$ cat src/sv/nal_packet_keyframe_classifier_top_defines.svh
// Assertion helpers used by the top-level file to check the block.
`ifndef NAL_PACKET_KEYFRAME_CLASSIFIER_TOP_DEFINES_SVH
`define NAL_PACKET_KEYFRAME_CLASSIFIER_TOP_DEFINES_SVH

// Same-cycle implication, sampled on clk and disabled while in reset.
`define NKC_ASSERT_IMPL(label, ante, cons, msg) \
    label: assert property (@(posedge clk) disable iff (!rst_n) (ante) |-> (cons)) \
        else $error(msg);

// Next-cycle implication, sampled on clk and disabled while in reset.
`define NKC_ASSERT_NEXT(label, ante, cons, msg) \
    label: assert property (@(posedge clk) disable iff (!rst_n) (ante) |=> (cons)) \
        else $error(msg);

`endif

$ cat src/sv/nkc_pkg.sv
package nkc_pkg;

    localparam int BYTE_W      = 8;
    localparam int ACC_W       = 32;
    localparam int CFG_INDEX_W = 1;
    localparam int CFG_DATA_W  = 3;
    localparam int QUEUE_DEPTH = 2;
    localparam int QPTR_W      = 1;
    localparam int QCNT_W      = 2;

    localparam logic [CFG_INDEX_W-1:0] CFG_CODEC_IS_HEVC       = 1'd0;
    localparam logic [CFG_INDEX_W-1:0] CFG_LENGTH_PREFIX_BYTES = 1'd1;

    localparam logic [2:0] PREFIX_ANNEX_B = 3'd0;
    localparam logic [2:0] PREFIX_1       = 3'd1;
    localparam logic [2:0] PREFIX_2       = 3'd2;
    localparam logic [2:0] PREFIX_4       = 3'd4;

    localparam logic [4:0] H264_IDR        = 5'd5;
    localparam logic [4:0] H264_SLICE_MIN  = 5'd1;
    localparam logic [4:0] H264_SLICE_MAX  = 5'd4;
    localparam logic [5:0] HEVC_IDR_W_RADL = 6'd19;
    localparam logic [5:0] HEVC_IDR_N_LP   = 6'd20;
    localparam logic [5:0] HEVC_VCL_MAX    = 6'd15;
    localparam logic [5:0] HEVC_RSV_MAX    = 6'd31;

    typedef enum logic [1:0] {
        CLASS_NONKEY = 2'd0,
        CLASS_KEY    = 2'd1,
        CLASS_ERROR  = 2'd2
    } class_t;

    typedef enum logic [1:0] {
        KIND_NONE  = 2'd0,
        KIND_PLAIN = 2'd1,
        KIND_KEY   = 2'd2
    } kind_t;

    typedef enum logic [1:0] {
        U_NONE  = 2'd0,
        U_PLAIN = 2'd1,
        U_KEY   = 2'd2,
        U_ERR   = 2'd3
    } unit_res_t;

    typedef enum logic [1:0] {
        PH_PREFIX = 2'b01,
        PH_UNIT   = 2'b10
    } phase_t;

    typedef struct packed {
        kind_t kind;
        logic  err;
    } tally_t;

    typedef struct packed {
        logic   push;
        class_t cls;
    } q_push_t;

    typedef struct packed {
        logic full;
        logic empty;
    } q_status_t;

    // Classifies one NAL unit from its length class and its two header bytes.
    function automatic unit_res_t nkc_unit_kind(
        input logic       hevc,
        input logic       len_zero,
        input logic       len_one,
        input logic [7:0] b0,
        input logic [7:0] b1
    );
        unit_res_t  res;
        logic [4:0] t264;
        logic [5:0] t265;
        t264 = b0[4:0];
        t265 = b0[6:1];
        res  = U_NONE;
        if (len_zero || b0[7]) begin
            res = U_ERR;
        end else if (!hevc) begin
            if (t264 == H264_IDR) begin
                res = U_KEY;
            end else if (t264 inside {[H264_SLICE_MIN:H264_SLICE_MAX]}) begin
                res = U_PLAIN;
            end
        end else if (len_one || b1[2:0] == 3'd0) begin
            // HEVC needs both header bytes and a nonzero temporal id.
            res = U_ERR;
        end else if (t265 == HEVC_IDR_W_RADL || t265 == HEVC_IDR_N_LP) begin
            res = U_KEY;
        end else if (t265 <= HEVC_VCL_MAX) begin
            res = U_PLAIN;
        end else if (t265 <= HEVC_RSV_MAX) begin
            res = U_ERR;
        end
        return res;
    endfunction

    // Folds one unit's class into the packet tally; mixing key and non-key is an error.
    function automatic tally_t nkc_note(input tally_t t, input unit_res_t r);
        tally_t o;
        kind_t  rk;
        o  = t;
        rk = (r == U_KEY) ? KIND_KEY : KIND_PLAIN;
        if (r == U_ERR) begin
            o.err = 1'b1;
        end else if (r != U_NONE) begin
            if (t.kind != KIND_NONE && t.kind != rk) begin
                o.err = 1'b1;
            end else begin
                o.kind = rk;
            end
        end
        return o;
    endfunction

endpackage

$ cat src/sv/nal_packet_keyframe_classifier_top.sv
// Packet keyframe classifier.
// The input channel (in_valid/in_ready) takes one packet byte per request, with
// last_byte set on the final byte of a packet. The output channel
// (out_valid/out_ready) gives one packet_class per packet: 0 non-key, 1 key,
// 2 malformed or unclassifiable.
// Throughput is one byte per cycle while in_ready is high: the parser updates
// its state for a byte in the cycle it is accepted. The class is known when the
// last byte is accepted; it is registered into a two-entry result queue and
// from there moves into the output register, which drives out_valid.
// When the receiver stalls, results collect in the queue and the output
// register. Bytes that are not the last of a packet are still accepted; a last
// byte is held off while the queue is full.
// The configuration port (cfg_write, cfg_index, cfg_data) sets codec_is_hevc
// (index 0) and length_prefix_bytes (index 1). Any write also discards a
// partial packet.
// Reset selects H.264 with Annex B start codes and clears the parser, the queue
// and the output register.
`include "nal_packet_keyframe_classifier_top_defines.svh"

module nal_packet_keyframe_classifier_top
    import nkc_pkg::*;
#(
    parameter int LENGTH_WIDTH = 32
) (
    input  logic                   clk,
    input  logic                   rst_n,
    input  logic                   cfg_write,
    input  logic [CFG_INDEX_W-1:0] cfg_index,
    input  logic [CFG_DATA_W-1:0]  cfg_data,
    input  logic                   in_valid,
    output logic                   in_ready,
    input  logic [7:0]             packet_byte,
    input  logic                   last_byte,
    output logic                   out_valid,
    input  logic                   out_ready,
    output logic [1:0]             packet_class
);

    q_push_t   q_push;
    q_status_t q_status;
    class_t    q_head;
    logic      back_pop;
    logic      last_into_idle;

    // A finished packet with nothing ahead of it should move straight to the output.
    assign last_into_idle = in_valid && in_ready && last_byte && q_status.empty && !out_valid;

    nkc_front #(
        .LENGTH_WIDTH(LENGTH_WIDTH)
    ) u_front (
        .clk         (clk),
        .rst_n       (rst_n),
        .cfg_write   (cfg_write),
        .cfg_index   (cfg_index),
        .cfg_data    (cfg_data),
        .in_valid    (in_valid),
        .in_ready    (in_ready),
        .packet_byte (packet_byte),
        .last_byte   (last_byte),
        .q_status    (q_status),
        .q_push      (q_push)
    );

    nkc_queue u_queue (
        .clk      (clk),
        .rst_n    (rst_n),
        .q_push   (q_push),
        .pop      (back_pop),
        .q_status (q_status),
        .head     (q_head)
    );

    nkc_back u_back (
        .clk          (clk),
        .rst_n        (rst_n),
        .q_status     (q_status),
        .head         (q_head),
        .pop          (back_pop),
        .out_valid    (out_valid),
        .out_ready    (out_ready),
        .packet_class (packet_class)
    );

    `NKC_ASSERT_IMPL(a_no_push_when_full, q_status.full, !q_push.push, "push into a full queue")
    `NKC_ASSERT_IMPL(a_pop_needs_entry, back_pop, !q_status.empty, "pop from an empty queue")
    `NKC_ASSERT_NEXT(a_last_reaches_back, last_into_idle, back_pop, "result skipped the output")

endmodule

$ cat src/sv/nkc_front.sv
module nkc_front
    import nkc_pkg::*;
#(
    parameter int LENGTH_WIDTH = 32
) (
    input  logic                   clk,
    input  logic                   rst_n,
    input  logic                   cfg_write,
    input  logic [CFG_INDEX_W-1:0] cfg_index,
    input  logic [CFG_DATA_W-1:0]  cfg_data,
    input  logic                   in_valid,
    output logic                   in_ready,
    input  logic [BYTE_W-1:0]      packet_byte,
    input  logic                   last_byte,
    input  q_status_t              q_status,
    output q_push_t                q_push
);

    logic                    hevc_reg;
    logic [2:0]              mode_reg;
    phase_t                  phase_reg, phase_next;
    logic [1:0]              fill_reg, fill_next;
    logic [ACC_W-1:0]        acc_reg, acc_next;
    logic [2:0]              pcount_reg, pcount_next;
    logic [LENGTH_WIDTH-1:0] left_reg, left_next;
    logic [2:0]              span_reg, span_next;
    logic [1:0]              hcnt_reg, hcnt_next;
    logic [7:0]              hdr0_reg, hdr0_next;
    logic [7:0]              hdr1_reg, hdr1_next;
    kind_t                   kind_reg, kind_next;
    logic                    err_reg, err_next;
    logic                    accept;

    // A last byte waits for room in the queue; other bytes always go in.
    assign in_ready = !q_status.full || !last_byte;
    assign accept   = in_valid && in_ready;

    always_comb
    begin
        tally_t                  tally;
        logic [2:0]              zeros;
        logic [2:0]              pc_inc;
        logic [ACC_W-1:0]        acc_shift;
        logic [LENGTH_WIDTH-1:0] left_dec;
        logic                    start_code;

        phase_next  = phase_reg;
        fill_next   = fill_reg;
        acc_next    = acc_reg;
        pcount_next = pcount_reg;
        left_next   = left_reg;
        span_next   = span_reg;
        hcnt_next   = hcnt_reg;
        hdr0_next   = hdr0_reg;
        hdr1_next   = hdr1_reg;
        tally.kind  = kind_reg;
        tally.err   = err_reg;
        zeros       = 3'd2;
        pc_inc      = pcount_reg + 3'd1;
        acc_shift   = {acc_reg[ACC_W-BYTE_W-1:0], packet_byte};
        left_dec    = left_reg - LENGTH_WIDTH'(1);
        start_code  = (packet_byte == 8'h01) && (fill_reg >= 2'd2);
        q_push.push = 1'b0;
        q_push.cls  = CLASS_ERROR;

        if (accept && !err_reg) begin
            case (mode_reg)
                PREFIX_ANNEX_B:
                begin
                    if (phase_reg == PH_PREFIX) begin
                        if (packet_byte == 8'h00) begin
                            if (fill_reg == 2'd3) begin
                                tally.err = 1'b1;
                            end else begin
                                fill_next = fill_reg + 2'd1;
                            end
                        end else if (start_code) begin
                            phase_next = PH_UNIT;
                            span_next  = 3'd0;
                            hcnt_next  = 2'd0;
                            fill_next  = 2'd0;
                        end else begin
                            tally.err = 1'b1;
                        end
                    end else if (start_code) begin
                        // The zeros of this start code were counted into the unit.
                        zeros = (fill_reg == 2'd3) ? 3'd3 : 3'd2;
                        tally = nkc_note(tally, nkc_unit_kind(hevc_reg,
                            span_reg == zeros, span_reg == zeros + 3'd1,
                            hdr0_reg, hdr1_reg));
                        span_next = 3'd0;
                        hcnt_next = 2'd0;
                        fill_next = 2'd0;
                    end else begin
                        if (hcnt_reg == 2'd0) begin
                            hdr0_next = packet_byte;
                        end else if (hcnt_reg == 2'd1) begin
                            hdr1_next = packet_byte;
                        end
                        if (hcnt_reg != 2'd2) begin
                            hcnt_next = hcnt_reg + 2'd1;
                        end
                        // The span saturates; beyond seven bytes only "long" matters.
                        if (span_reg != 3'd7) begin
                            span_next = span_reg + 3'd1;
                        end
                        if (packet_byte == 8'h00) begin
                            if (fill_reg != 2'd3) begin
                                fill_next = fill_reg + 2'd1;
                            end
                        end else begin
                            fill_next = 2'd0;
                        end
                    end
                end
                PREFIX_1, PREFIX_2, PREFIX_4:
                begin
                    if (phase_reg == PH_PREFIX) begin
                        acc_next    = acc_shift;
                        pcount_next = pc_inc;
                        if (pc_inc >= mode_reg) begin
                            if (acc_shift == '0 || (acc_shift >> LENGTH_WIDTH) != '0) begin
                                tally.err = 1'b1;
                            end else begin
                                left_next  = acc_shift[LENGTH_WIDTH-1:0];
                                hcnt_next  = 2'd0;
                                phase_next = PH_UNIT;
                            end
                        end
                    end else begin
                        if (hcnt_reg == 2'd0) begin
                            hdr0_next = packet_byte;
                        end else if (hcnt_reg == 2'd1) begin
                            hdr1_next = packet_byte;
                        end
                        if (hcnt_reg != 2'd2) begin
                            hcnt_next = hcnt_reg + 2'd1;
                        end
                        left_next = left_dec;
                        if (left_dec == '0) begin
                            tally = nkc_note(tally, nkc_unit_kind(hevc_reg,
                                hcnt_next == 2'd0, hcnt_next == 2'd1,
                                hdr0_next, hdr1_next));
                            phase_next  = PH_PREFIX;
                            pcount_next = 3'd0;
                            acc_next    = '0;
                        end
                    end
                end
                default:
                begin
                    tally.err = 1'b1;
                end
            endcase
        end

        if (accept && last_byte && !tally.err) begin
            if (mode_reg == PREFIX_ANNEX_B) begin
                if (phase_next == PH_PREFIX) begin
                    tally.err = 1'b1;
                end else begin
                    tally = nkc_note(tally, nkc_unit_kind(hevc_reg,
                        span_next == 3'd0, span_next == 3'd1, hdr0_next, hdr1_next));
                end
            end else if (phase_next != PH_PREFIX || pcount_next != 3'd0) begin
                tally.err = 1'b1;
            end
        end

        kind_next = tally.kind;
        err_next  = tally.err;

        if (accept && last_byte) begin
            q_push.push = 1'b1;
            if (tally.err || tally.kind == KIND_NONE) begin
                q_push.cls = CLASS_ERROR;
            end else if (tally.kind == KIND_KEY) begin
                q_push.cls = CLASS_KEY;
            end else begin
                q_push.cls = CLASS_NONKEY;
            end
            phase_next  = PH_PREFIX;
            fill_next   = 2'd0;
            acc_next    = '0;
            pcount_next = 3'd0;
            left_next   = '0;
            span_next   = 3'd0;
            hcnt_next   = 2'd0;
            hdr0_next   = 8'h00;
            hdr1_next   = 8'h00;
            kind_next   = KIND_NONE;
            err_next    = 1'b0;
        end
    end

    always_ff @(posedge clk or negedge rst_n)
    begin
        if (!rst_n) begin
            hevc_reg   <= 1'b0;
            mode_reg   <= PREFIX_ANNEX_B;
            phase_reg  <= PH_PREFIX;
            fill_reg   <= 2'd0;
            acc_reg    <= '0;
            pcount_reg <= 3'd0;
            left_reg   <= '0;
            span_reg   <= 3'd0;
            hcnt_reg   <= 2'd0;
            hdr0_reg   <= 8'h00;
            hdr1_reg   <= 8'h00;
            kind_reg   <= KIND_NONE;
            err_reg    <= 1'b0;
        end else if (cfg_write) begin
            // A register write also drops any partial packet.
            case (cfg_index)
                CFG_CODEC_IS_HEVC:       hevc_reg <= cfg_data[0];
                CFG_LENGTH_PREFIX_BYTES: mode_reg <= cfg_data;
                default:                 ;
            endcase
            phase_reg  <= PH_PREFIX;
            fill_reg   <= 2'd0;
            acc_reg    <= '0;
            pcount_reg <= 3'd0;
            left_reg   <= '0;
            span_reg   <= 3'd0;
            hcnt_reg   <= 2'd0;
            hdr0_reg   <= 8'h00;
            hdr1_reg   <= 8'h00;
            kind_reg   <= KIND_NONE;
            err_reg    <= 1'b0;
        end else begin
            phase_reg  <= phase_next;
            fill_reg   <= fill_next;
            acc_reg    <= acc_next;
            pcount_reg <= pcount_next;
            left_reg   <= left_next;
            span_reg   <= span_next;
            hcnt_reg   <= hcnt_next;
            hdr0_reg   <= hdr0_next;
            hdr1_reg   <= hdr1_next;
            kind_reg   <= kind_next;
            err_reg    <= err_next;
        end
    end

endmodule

$ cat src/sv/nkc_queue.sv
module nkc_queue
    import nkc_pkg::*;
(
    input  logic      clk,
    input  logic      rst_n,
    input  q_push_t   q_push,
    input  logic      pop,
    output q_status_t q_status,
    output class_t    head
);

    class_t            slot_reg [QUEUE_DEPTH];
    logic [QPTR_W-1:0] wr_ptr_reg, wr_ptr_next;
    logic [QPTR_W-1:0] rd_ptr_reg, rd_ptr_next;
    logic [QCNT_W-1:0] count_reg, count_next;

    assign q_status.full  = (count_reg == QCNT_W'(QUEUE_DEPTH));
    assign q_status.empty = (count_reg == '0);
    assign head           = slot_reg[rd_ptr_reg];

    always_comb
    begin
        wr_ptr_next = q_push.push ? wr_ptr_reg + 1'b1 : wr_ptr_reg;
        rd_ptr_next = pop ? rd_ptr_reg + 1'b1 : rd_ptr_reg;
        count_next  = count_reg;
        if (q_push.push && !pop) begin
            count_next = count_reg + QCNT_W'(1);
        end else if (pop && !q_push.push) begin
            count_next = count_reg - QCNT_W'(1);
        end
    end

    always_ff @(posedge clk or negedge rst_n)
    begin
        if (!rst_n) begin
            wr_ptr_reg <= '0;
            rd_ptr_reg <= '0;
            count_reg  <= '0;
        end else begin
            wr_ptr_reg <= wr_ptr_next;
            rd_ptr_reg <= rd_ptr_next;
            count_reg  <= count_next;
        end
    end

    always_ff @(posedge clk)
    begin
        if (q_push.push) begin
            slot_reg[wr_ptr_reg] <= q_push.cls;
        end
    end

endmodule

$ cat src/sv/nkc_back.sv
module nkc_back
    import nkc_pkg::*;
(
    input  logic       clk,
    input  logic       rst_n,
    input  q_status_t  q_status,
    input  class_t     head,
    output logic       pop,
    output logic       out_valid,
    input  logic       out_ready,
    output logic [1:0] packet_class
);

    logic   valid_reg, valid_next;
    class_t class_reg;

    // Take the next result whenever the output register is empty or being drained.
    assign pop          = !q_status.empty && (!valid_reg || out_ready);
    assign out_valid    = valid_reg;
    assign packet_class = class_reg;

    always_comb
    begin
        valid_next = valid_reg;
        if (pop) begin
            valid_next = 1'b1;
        end else if (out_ready) begin
            valid_next = 1'b0;
        end
    end

    always_ff @(posedge clk or negedge rst_n)
    begin
        if (!rst_n) begin
            valid_reg <= 1'b0;
        end else begin
            valid_reg <= valid_next;
        end
    end

    always_ff @(posedge clk)
    begin
        if (pop) begin
            class_reg <= head;
        end
    end

endmodule

$ cat config.mk
export PLATFORM = sky130hd
export DESIGN_NAME = nal_packet_keyframe_classifier_top
export DESIGN_NICKNAME = d
export VERILOG_FILES = /design/src/sv/nkc_pkg.sv /design/src/sv/nal_packet_keyframe_classifier_top.sv /design/src/sv/nkc_front.sv /design/src/sv/nkc_queue.sv /design/src/sv/nkc_back.sv
export VERILOG_INCLUDE_DIRS = /design/src /design/src/sv
export SDC_FILE = /design/constraint.sdc
export NUM_CORES = 1
export LEC_CHECK = 0
export BUFFER_PORTS_ARGS = -buffer_cell sky130_fd_sc_hd__buf_2
export CORE_UTILIZATION = 59
export CTS_BUF_LIST = sky130_fd_sc_hd__clkbuf_8
export CTS_CLUSTER_SIZE = 12
export DETAILED_ROUTE_END_ITERATION = 10
export PLACE_DENSITY = 0.78
export SLEW_MARGIN = 20
export SYNTH_ARGS = -nofsm -noshare
export SYNTH_HDL_FRONTEND = slang
export SYNTH_SLANG_ARGS = --single-unit
$ cat constraint.sdc
create_clock -name clk -period 3.5 [get_ports clk]
set_input_delay 0.175 -clock clk [delete_from_list [all_inputs] [get_ports clk]]
set_output_delay 0.175 -clock clk [all_outputs]
set_load 0.01 [all_outputs]
==> run metrics, run 1 <==
status=finished clean; Slew HR=0.5241; initial antenna violation count=0; Synth area leader=dfrtp_1; Initial Util=0.6115; Hold WS=0.02074 ns; RSZ-0062 raised after global routing=true; pre-CTS setup slack=0.01018 ns; number of flip-flops in the largest register=32; Remaining DRCs=0; WL/cell=21.32 microns; Worst Skew=0.01579 ns; Tmin final=3.498 ns; Post-synth EDFFs=6; Clock Power Share=0.183; CP arrival=3.73 ns; Synth area leaders=dfrtp_1 34%, a21oi_1 5.0%, nand2_1 4.9%; crit-path max cell delay=0.53 ns; syn nets=841; LEAKAGE=3.250 nW; fmax=0.2858 GHz; clock-pin slew on the worst setup and hold paths=0.12 ns; number of global-route vias before repair=6069; maxcap violations=0; Tcrit/Tclk final=0.9996; Primary FF master, synth=dfrtp_1; Ys Warns=0; sequential cell area=0.002462 sq mm; most frequent cells in the layout=87 x dfrtp_1, 86 x nand2_1, 85 x nor2_1; cells along the critical path=buf_4, nor3_1, nand4_1, nor4_1, buf_4, o31ai_2, buf_4, nand4_1, mux2i_2, or4b_4, nand2b_4, a21boi_2; switching share of power=0.4438; crit path max fanout=6; Setup CP Type=reg -> reg; CP max stage cell=or4b_4; Max rail drop VDD=0.0003812 V; dpl cell area=0.007307 sq mm; multi-input logic area=0.004161 sq mm; Avg Cell Area, Syn=8.302 sq um; mapped cell area=0.006716 sq mm; register area share after synthesis=0.3661; CTS tree=built; worst min path class=in -> reg; # clock sinks=97; drt first pass iters=6; FFs w/ async S/R, synth=0.9381; layout cells sized above 1=0.1993; post-route cell area=0.007730 sq mm; Critical Path Source Type=flop; Clock Root Buffer=clkbuf_8; GPL Wtd Cong=0.9168; DRT iter0 DRCs=841; commonest non-fill, non-tap cell in the layout=dfrtp_1; global route total overflow=0; via count=6816; hpwl dp=15500 microns; Int Pwr=0.002509 W; Max clock buf depth=2; Crit path top cell by count=buf_4; Psw=0.002002 W; Slew Limit Fails=0; Final setup viols=0; Cell Pwr Density=583.7 mW/mm^2; Distinct cells, synth=77; DIE AREA=0.01181 sq mm; Antenna Cells=0; Syn Inst Count=809; Die Height=108.7 microns; H-tree levels=3; Worst Setup End Kind=flop; # fillers=883; cts bufs inserted=9; I/O Pins=22; Flop pwr share=0.303; combinational share of power=0.514; Final WS setup=0.001536 ns; Buffers on Ports=21; largest net degree at the start of global routing=50; Final ANT Viol Nets=0; slew at the pin with the worst max-slew slack=0.7139 ns; first-pass GRT wire length=33300 microns; Worst-Skew Late Latency=0.39 ns; Core Box Area=0.01098 sq mm; post-synth top area share=0.3353; Yosys reg bits=97; Layout area overhead=15.09%; final net count=895; GRT Overall Usage=0.3738; Routed Wire Length=21490 microns; Overall Power=0.004512 W; vias per cell=6.762; Die Wd=108.7 microns; Rows=38; endpoints failing hold=0; CP Data Required Time=3.74 ns
-- area by class of cell --
| class | instances | share of cell area |
|---|---|---|
| Timing Repair Buffer | 91 | 0.08546 |
| Tap cell | 140 | 0.02266 |
| Clock inverter | 6 | 0.01036 |
| Inverter | 14 | 0.006798 |
| Multi-Input combinational cell | 650 | 0.5384 |
| Sequential cell | 97 | 0.3185 |
| Clock buffer | 10 | 0.01781 |
-- per-layer routing --
metal | up-vias | global-route usage | share of wire
met5 | - | 0 | 0
met4 | 0 | 0.1004 | 0.018
met3 | 41 | 0.06455 | 0.091
met2 | 359 | 0.5624 | 0.45
met1 | 3330 | 0.5530 | 0.44
li1 | 3086 | - | -
-- worst paths after layout --
path                                 startpoint                endpoint  slack (ns)  depth (start not counted)
max                         u_front.left_reg[8]  u_queue.slot_reg[0][0]       0.002                         12
min                                 cfg_data[1]     u_front.mode_reg[1]        0.02                          2
max reg2reg                 u_front.left_reg[8]  u_queue.slot_reg[0][0]       0.002                         12
min reg2reg                u_queue.count_reg[1]    u_queue.count_reg[1]        0.52                          1
max in group asynchronous                 rst_n    u_front.phase_reg[0]        2.40                          3
min in group asynchronous                 rst_n    u_front.left_reg[10]        0.21                          2
-- logic make-up (layout without fill, tap and decap cells) --
logic type / after synthesis / in the layout / share of synthesized area
adders and majority gates: 15 / 15 / 0.02757
muxes: 23 / 23 / 0.03614
xor gates and xnor gates: 14 / 14 / 0.01826
and+or+nand+nor: 370 / 370 / 0.2949
buffers and inverters: 62 / 121 / 0.03893
DFF: 97 / 97 / 0.3661
AOI/OAI and AO/OA: 228 / 228 / 0.2181
-- per-stage QoR --
stage                     setup TNS (ns)    util  cells
after floorplan                        0       -    809
after global placement                 0  0.6653    985
after detailed placement               0  0.6653    985
after CTS                              0  0.6881   1003
after global routing             -0.3658  0.7038   1008
final                                  0  0.7038   1008
-- power groups by stage --
stage                     clock network, W  registers (W)  logic (W)
after floorplan                          0        0.00135    0.00139
after global placement                   0        0.00137    0.00209
after detailed placement                 0        0.00138    0.00212
after CTS                         0.000829        0.00136    0.00215
after global routing              0.000871        0.00138    0.00250
final                             0.000828        0.00137    0.00232
-- synthesized netlist by cell type (all sizes together) (5+ instances only) --
library cell  instances
mux2                 10
edfxtp                6
nand3                29
xnor2                 7
a21oi                68
nor2b                12
a31oi                 7
nand3b                5
and2                  9
nor2                 87
or3                  15
ha                   14
xor2                  7
a22o                 16
nor3                 37
buf                   8
or4                   8
nand2                87
mux2i                13
dfrtp                90
nand4b                6
clkbuf               40
a211oi                8
o211ai                8
o21ai                56
inv                  14
nand4                 9
a22oi                13
nor4                 25
o31ai                12
nand2b               16
a21boi                6
-- critical path, delay by kind of cell (launching register included) --
family                 cells  cell delay [ns]
AND/OR/NAND/NOR            6             1.86
multiplexers               1             0.28
buffers and inverters      3             0.55
flip-flops                 1             0.44
AO/OA/AOI/OAI              2             0.21
-- timing repair --
item | CTS | global route
setup endpoints to repair | 4 | 19
resized for setup | 4 | 30
buffers inserted | 1 | 5
hold buffers | 1 | 0
endpoints found under the hold margin | 21 | 0
pin swaps | 2 | 10
No activity file was read; power rests on OpenSTA's default activity.
==> inputs of run 2 (changes only) <==
--- a/config.mk
+++ b/config.mk
@@ -11,7 +11,7 @@
 export CTS_BUF_LIST = sky130_fd_sc_hd__clkbuf_8
 export CTS_CLUSTER_SIZE = 12
 export DETAILED_ROUTE_END_ITERATION = 10
-export PLACE_DENSITY = 0.78
+export PLACE_DENSITY = 0.79
 export SLEW_MARGIN = 20
 export SYNTH_ARGS = -nofsm -noshare
 export SYNTH_HDL_FRONTEND = slang
==> run metrics, run 2 (synthesis results as in run 1) <==
cells along the critical path=nor4_4, nand3_4, o31a_1, or4_4, a21oi_4, buf_4, nand4b_1, a211oi_2, o21ai_0, o31ai_4, nand3_2; drt first pass iters=5; Setup CP Type=reg -> reg; Worst-Skew Late Latency=0.38 ns; H-tree levels=3; Layout area overhead=18.31%; WL/cell=20.96 microns; vias per cell=6.729; utilization after layout=0.7235; Tmin final=3.486 ns; fmax=0.2868 GHz; # fillers=841; Cell Pwr Density=590.7 mW/mm^2; Max rail drop VDD=0.0004848 V; Worst Skew=0.007922 ns; crit-path max cell delay=0.53 ns; maxcap violations=0; Tcrit/Tclk final=0.9961; Antenna Cells=0; DIE AREA=0.01181 sq mm; CP Data Required Time=3.63 ns; Slew HR=0.3189; initial antenna violation count=1; Hold WS=0.01783 ns; Final ANT Viol Nets=0; DRT iter0 DRCs=885; dpl cell area=0.007392 sq mm; # clock sinks=97; endpoints failing hold=0; number of global-route vias before repair=6268; Max clock buf depth=2; first-pass GRT wire length=33500 microns; cts bufs inserted=9; most frequent cells in the layout=90 x buf_4, 86 x dfrtp_1, 85 x nor2_1, 85 x nand2_1, 67 x a21oi_1; commonest non-fill, non-tap cell in the layout=buf_4; Slew Limit Fails=0; LEAKAGE=3.383 nW; hpwl dp=15210 microns; Routed Wire Length=21570 microns; largest net degree at the start of global routing=46; CTS tree=built; Worst Setup End Kind=flop; CP max stage cell=or4_4; worst min path class=in -> reg; I/O Pins=22; RSZ-0062 raised after global routing=true; layout cells sized above 1=0.2250; Final setup viols=0; post-route cell area=0.007946 sq mm; CP arrival=3.61 ns; crit path max fanout=6; Critical Path Source Type=flop; Die Height=108.7 microns; Core Box Area=0.01098 sq mm; Rows=38; status=finished clean; GRT Overall Usage=0.3754; Buffers on Ports=21; Initial Util=0.6115; GPL Wtd Cong=0.9663; Die Wd=108.7 microns; Remaining DRCs=0; Clock Root Buffer=clkbuf_8; final net count=916; slew at the pin with the worst max-slew slack=1.018 ns; number of flip-flops in the largest register=32; clock-pin slew on the worst setup and hold paths=0.10 ns; sequential cell area=0.002464 sq mm; via count=6924; multi-input logic area=0.004198 sq mm; global route total overflow=0
## run 2: metrics by stage
step,setup slack (ns),setup TNS [ns],std cells,power [W]
2_1_floorplan,0.02010,0,809,0.002737
3_3_place_gp,0.1203,0,998,0.003450
3_5_place_dp,0.002938,0,998,0.003494
4_1_cts,0.005205,0,1018,0.004449
5_1_grt,-0.1135,-0.4092,1029,0.004941
6_report,0.01371,0,1029,0.004694
## run 2: routing by layer
metal  part of all wire  vias to the layer above  GRT usage
li1                   -                     3134          -
met2               0.44                      432     0.5542
met5                  0                        -          0
met3               0.10                       69    0.05559
met4              0.033                        0     0.1467
met1               0.43                     3289     0.5519
## run 2: power breakdown
part | internal, W | switching, W | leakage [nW] | total [W]
clock network | 0.000497 | 0.000435 | 0.119 | 0.000932
registers | 0.00123 | 0.000126 | 1.28 | 0.00136
logic | 0.000981 | 0.00142 | 1.98 | 0.00240
## run 2: final timing paths
check	end	start	cells after the start	slack, ns
min reg2reg	u_back.out_valid	u_back.out_valid	2	0.51
max reg2reg	u_queue.slot_reg[0][1]	u_front.left_reg[9]	11	0.01
max	u_queue.slot_reg[0][1]	u_front.left_reg[9]	11	0.01
max in group asynchronous	u_front.phase_reg[0]	rst_n	3	2.35
min in group asynchronous	u_queue.count_reg[1]	rst_n	2	0.32
min	u_front.mode_reg[2]	cfg_data[2]	2	0.02
## run 2: what timing repair did
item                                    4_1_cts  5_1_grt
resized for setup                             6       33
endpoints found under the setup margin        3       17
setup buffers                                 3       11
hold endpoints to repair                     43        0
hold buffers                                  1        0
pin swaps                                     5       17
## run 2: final cells by class
type	count	share of cell area
Tap cell	140	0.02204
Inverter	14	0.006613
Clock inverter	6	0.01433
Sequential cell	97	0.3100
Timing Repair Buffer	112	0.1014
Multi-Input combinational cell	650	0.5283
Clock buffer	10	0.01732
## run 2: critical path, delay by kind of cell, from the launching register on
kind,cells,cell delay [ns]
compound gates,5,1.31
simple gates,5,1.33
flops,1,0.46
buf+inv,1,0.13
==> inputs of run 3 (changes only) <==
--- a/config.mk
+++ b/config.mk
@@ -6,13 +6,14 @@
 export SDC_FILE = /design/constraint.sdc
 export NUM_CORES = 1
 export LEC_CHECK = 0
+export ABC_AREA = 1
 export BUFFER_PORTS_ARGS = -buffer_cell sky130_fd_sc_hd__buf_2
 export CORE_UTILIZATION = 59
 export CTS_BUF_LIST = sky130_fd_sc_hd__clkbuf_8
 export CTS_CLUSTER_SIZE = 12
 export DETAILED_ROUTE_END_ITERATION = 10
 export PLACE_DENSITY = 0.79
-export SLEW_MARGIN = 20
+export SLEW_MARGIN = 0
 export SYNTH_ARGS = -nofsm -noshare
 export SYNTH_HDL_FRONTEND = slang
 export SYNTH_SLANG_ARGS = --single-unit
==> constraint.sdc (replaced) <==
create_clock -name clk -period 3.5 [get_ports clk]
set_input_delay 0.35 -clock clk [delete_from_list [all_inputs] [get_ports clk]]
set_output_delay 0.35 -clock clk [all_outputs]
set_load 0.01 [all_outputs]
==> run metrics, run 3 <==
status=finished with violations; failing checks=hold timing; Die Wd=109.3 microns; LEAKAGE=3.669 nW; initial antenna violation count=0; commonest non-fill, non-tap cell in the layout=nand2_1; switching share of power=0.4826; Post-CTS Setup Bufs=0; met1 usage=0.3992; reg-to-reg slack, setup=0.36 ns; combinational share of power=0.515; count of hold-fix buffers inserted at cts=0; layout cells sized above 1=0.1155; final setup TNS=0 ns; Yosys reg bits=97; Cell Pwr Density=595.6 mW/mm^2; fmax=0.3190 GHz; FF-to-FF path depth=21; Worst-Skew Late Latency=0.39 ns; vias per cell=5.533; DRT iter0 DRCs=435; drt first pass iters=5; Critical Path Source Type=flop; Buffers on Ports=21; Final setup viols=0; utilization after layout=0.6556; Psw=0.002079 W; post-synth top area share=0.3314; Slew Limit Fails=0; Flop pwr share=0.331; Core Box Area=0.01103 sq mm; cells along the critical path=inv_1, ha_1, nand2_4, inv_2, nand2_1, xor2_1, nand2_1, nor2_1, nand2_1, nor2_1, nand3_2, nand2_1, nand2_1, a21oi_1, nand2_1, nor2_1, nand3_1, nand2_1, nand2_2, inv_1, nand2_1; CP arrival=3.28 ns; crit path max fanout=5; Tmin final=3.135 ns; Routed Wire Length=17710 microns; WL/cell=15.14 microns; via count=6474; Rows=38; CP Data Required Time=3.64 ns; GPL Wtd Cong=0.9620; hpwl dp=13800 microns; final net count=1057; cts bufs inserted=9; Hold WS=-0.001130 ns; Die Height=109.3 microns; Crit path top cell by count=nand2_1; RSZ-0062 raised after global routing=false; reg-to-reg endpoint=u_queue.slot_reg[0][1]; Distinct cells, synth=49; worst min path class=in -> async; Commonest cells post-synth=274 x nand2_1, 135 x nor2_1, 127 x inv_1; Final ANT Viol Nets=0; Remaining DRCs=0; # clock sinks=97; Max rail drop VDD=0.0003855 V; FFs w/ async S/R, synth=0.9381; register area share after synthesis=0.3617; number of global-route vias before repair=6159; largest net degree at the start of global routing=55; Avg Cell Area, Syn=6.790 sq um; Top Usage Layer GRT=met2; crit-path max cell delay=0.42 ns; maxcap violations=0; H-tree levels=3; Clock Power Share=0.155; number of flip-flops in the largest register=32; DIE AREA=0.01195 sq mm; Layout area overhead=6.407%; Synth area leaders=dfrtp_1 33%, nand2_1 15%, nor2_1 7.5%; Primary FF master, synth=dfrtp_1; top-count cell post-synth=nand2_1; Slew HR=0.3276; most frequent cells in the layout=274 x nand2_1, 135 x nor2_1, 129 x inv_1; slew at the pin with the worst max-slew slack=1.008 ns; Max clock buf depth=2; Tcrit/Tclk final=0.8958; reg2reg start=u_front.left_reg[0]; global route total overflow=0; mapped cell area=0.006797 sq mm; CP max stage cell=dfrtp_1; Synth area leader=dfrtp_1; met3 Track Usage GR=0.04564; clock-pin slew on the worst setup and hold paths=0.11 ns; syn nets=1033; Worst Setup End Kind=flop; post-cts sizing count=0; Clock Root Buffer=clkbuf_8; Initial Util=0.6162; I/O Pins=22; Setup CP Type=reg -> reg; CTS tree=built; endpoints failing hold=1; Post-synth EDFFs=6; met2 usage=0.5382; Int Pwr=0.002229 W; Syn Inst Count=1001; first-pass GRT wire length=28770 microns; GRT Overall Usage=0.3185; Worst Skew=0.01703 ns; Ys Warns=0; Antenna Cells=0
-- run 3: changes by cell type in the layout (fill, tap and decap cells not counted), sizes merged, moves of 26 or more --
cell / delta
nand2: +203
o22ai: +27
nand3: +26
nor2: +67
a21oi: -32
nor3: -31
inv: +130
o21ai: +36
buf: -79
-- run 3: layout make-up --
| cell class | instances | area, sq um |
|---|---|---|
| Fill cell | 1049 | 3799 |
| Multi-Input combinational cell | 741 | 3700 |
| Sequential cell | 97 | 2459 |
| Inverter | 144 | 544.3 |
| Timing Repair Buffer | 32 | 190.2 |
| Tap cell | 140 | 175.2 |
| Clock buffer | 9 | 123.9 |
| Clock inverter | 7 | 40.04 |
-- run 3: power by group through the flow --
stage	registers, W	logic [W]	clock network [W]
final	0.00142	0.00222	0.000666
after global routing	0.00144	0.00251	0.000708
after CTS	0.00142	0.00220	0.000678
after detailed placement	0.00144	0.00219	0
after global placement	0.00144	0.00215	0
after floorplan	0.00142	0.00166	0
-- run 3: how the worst max path moves through the flow --
stage                             start                endpoint  slack (ns)  cells past startpoint
floorplan           u_front.hcnt_reg[0]  u_queue.slot_reg[0][1]        0.91                     25
global placement    u_front.hcnt_reg[0]  u_queue.slot_reg[0][1]        0.41                     23
detailed placement  u_front.hcnt_reg[1]  u_queue.slot_reg[0][1]        0.33                     23
CTS                 u_front.hcnt_reg[1]  u_queue.slot_reg[0][1]        0.32                     23
global route        u_front.left_reg[0]  u_queue.slot_reg[1][1]        0.05                     24
finish              u_front.left_reg[0]  u_queue.slot_reg[0][1]        0.36                     21
-- run 3: routing by layer --
metal	vias to the layer above	wire, microns
met5	-	0
met4	0	591
met3	41	1064
met2	229	8486
met1	2930	7569
li1	3274	-
-- run 3: worst max-delay path, delay by kind of cell, from the launching register on --
family                     cells  cell delay [ns]
AOI/OAI and AO/OA              1             0.16
xor gates and xnor gates       1             0.26
adders and majority gates      1             0.26
buffers and inverters          3             0.31
DFF                            1             0.42
and+or+nand+nor               15             1.49
-- run 3: per-stage QoR --
step | worst slack, ns | instances | power (W) | hold slack, ns | area (sq um)
global route | 0.05096 | 1170 | 0.004660 | 0.05857 | 7232
finish | 0.3648 | 1170 | 0.004308 | -0.001130 | 7232
global placement | 0.4074 | 1154 | 0.003591 | 0.4474 | 7066
floorplan | 0.9113 | 1001 | 0.003081 | 0.05441 | 6797
CTS | 0.3228 | 1170 | 0.004297 | 0.02192 | 7229
detailed placement | 0.3309 | 1154 | 0.003628 | 0.4480 | 7066
-- run 3: cell families (layout without fill, tap and decap cells) --
family / Yosys count / in the layout / share of synthesized area
compound gates: 170 / 170 / 0.1423
mux: 1 / 1 / 0.001657
buf+inv: 163 / 192 / 0.09426
simple gates: 541 / 541 / 0.3538
fa+ha+maj: 14 / 14 / 0.02577
xor+xnor: 15 / 15 / 0.02044
flops: 97 / 97 / 0.3617
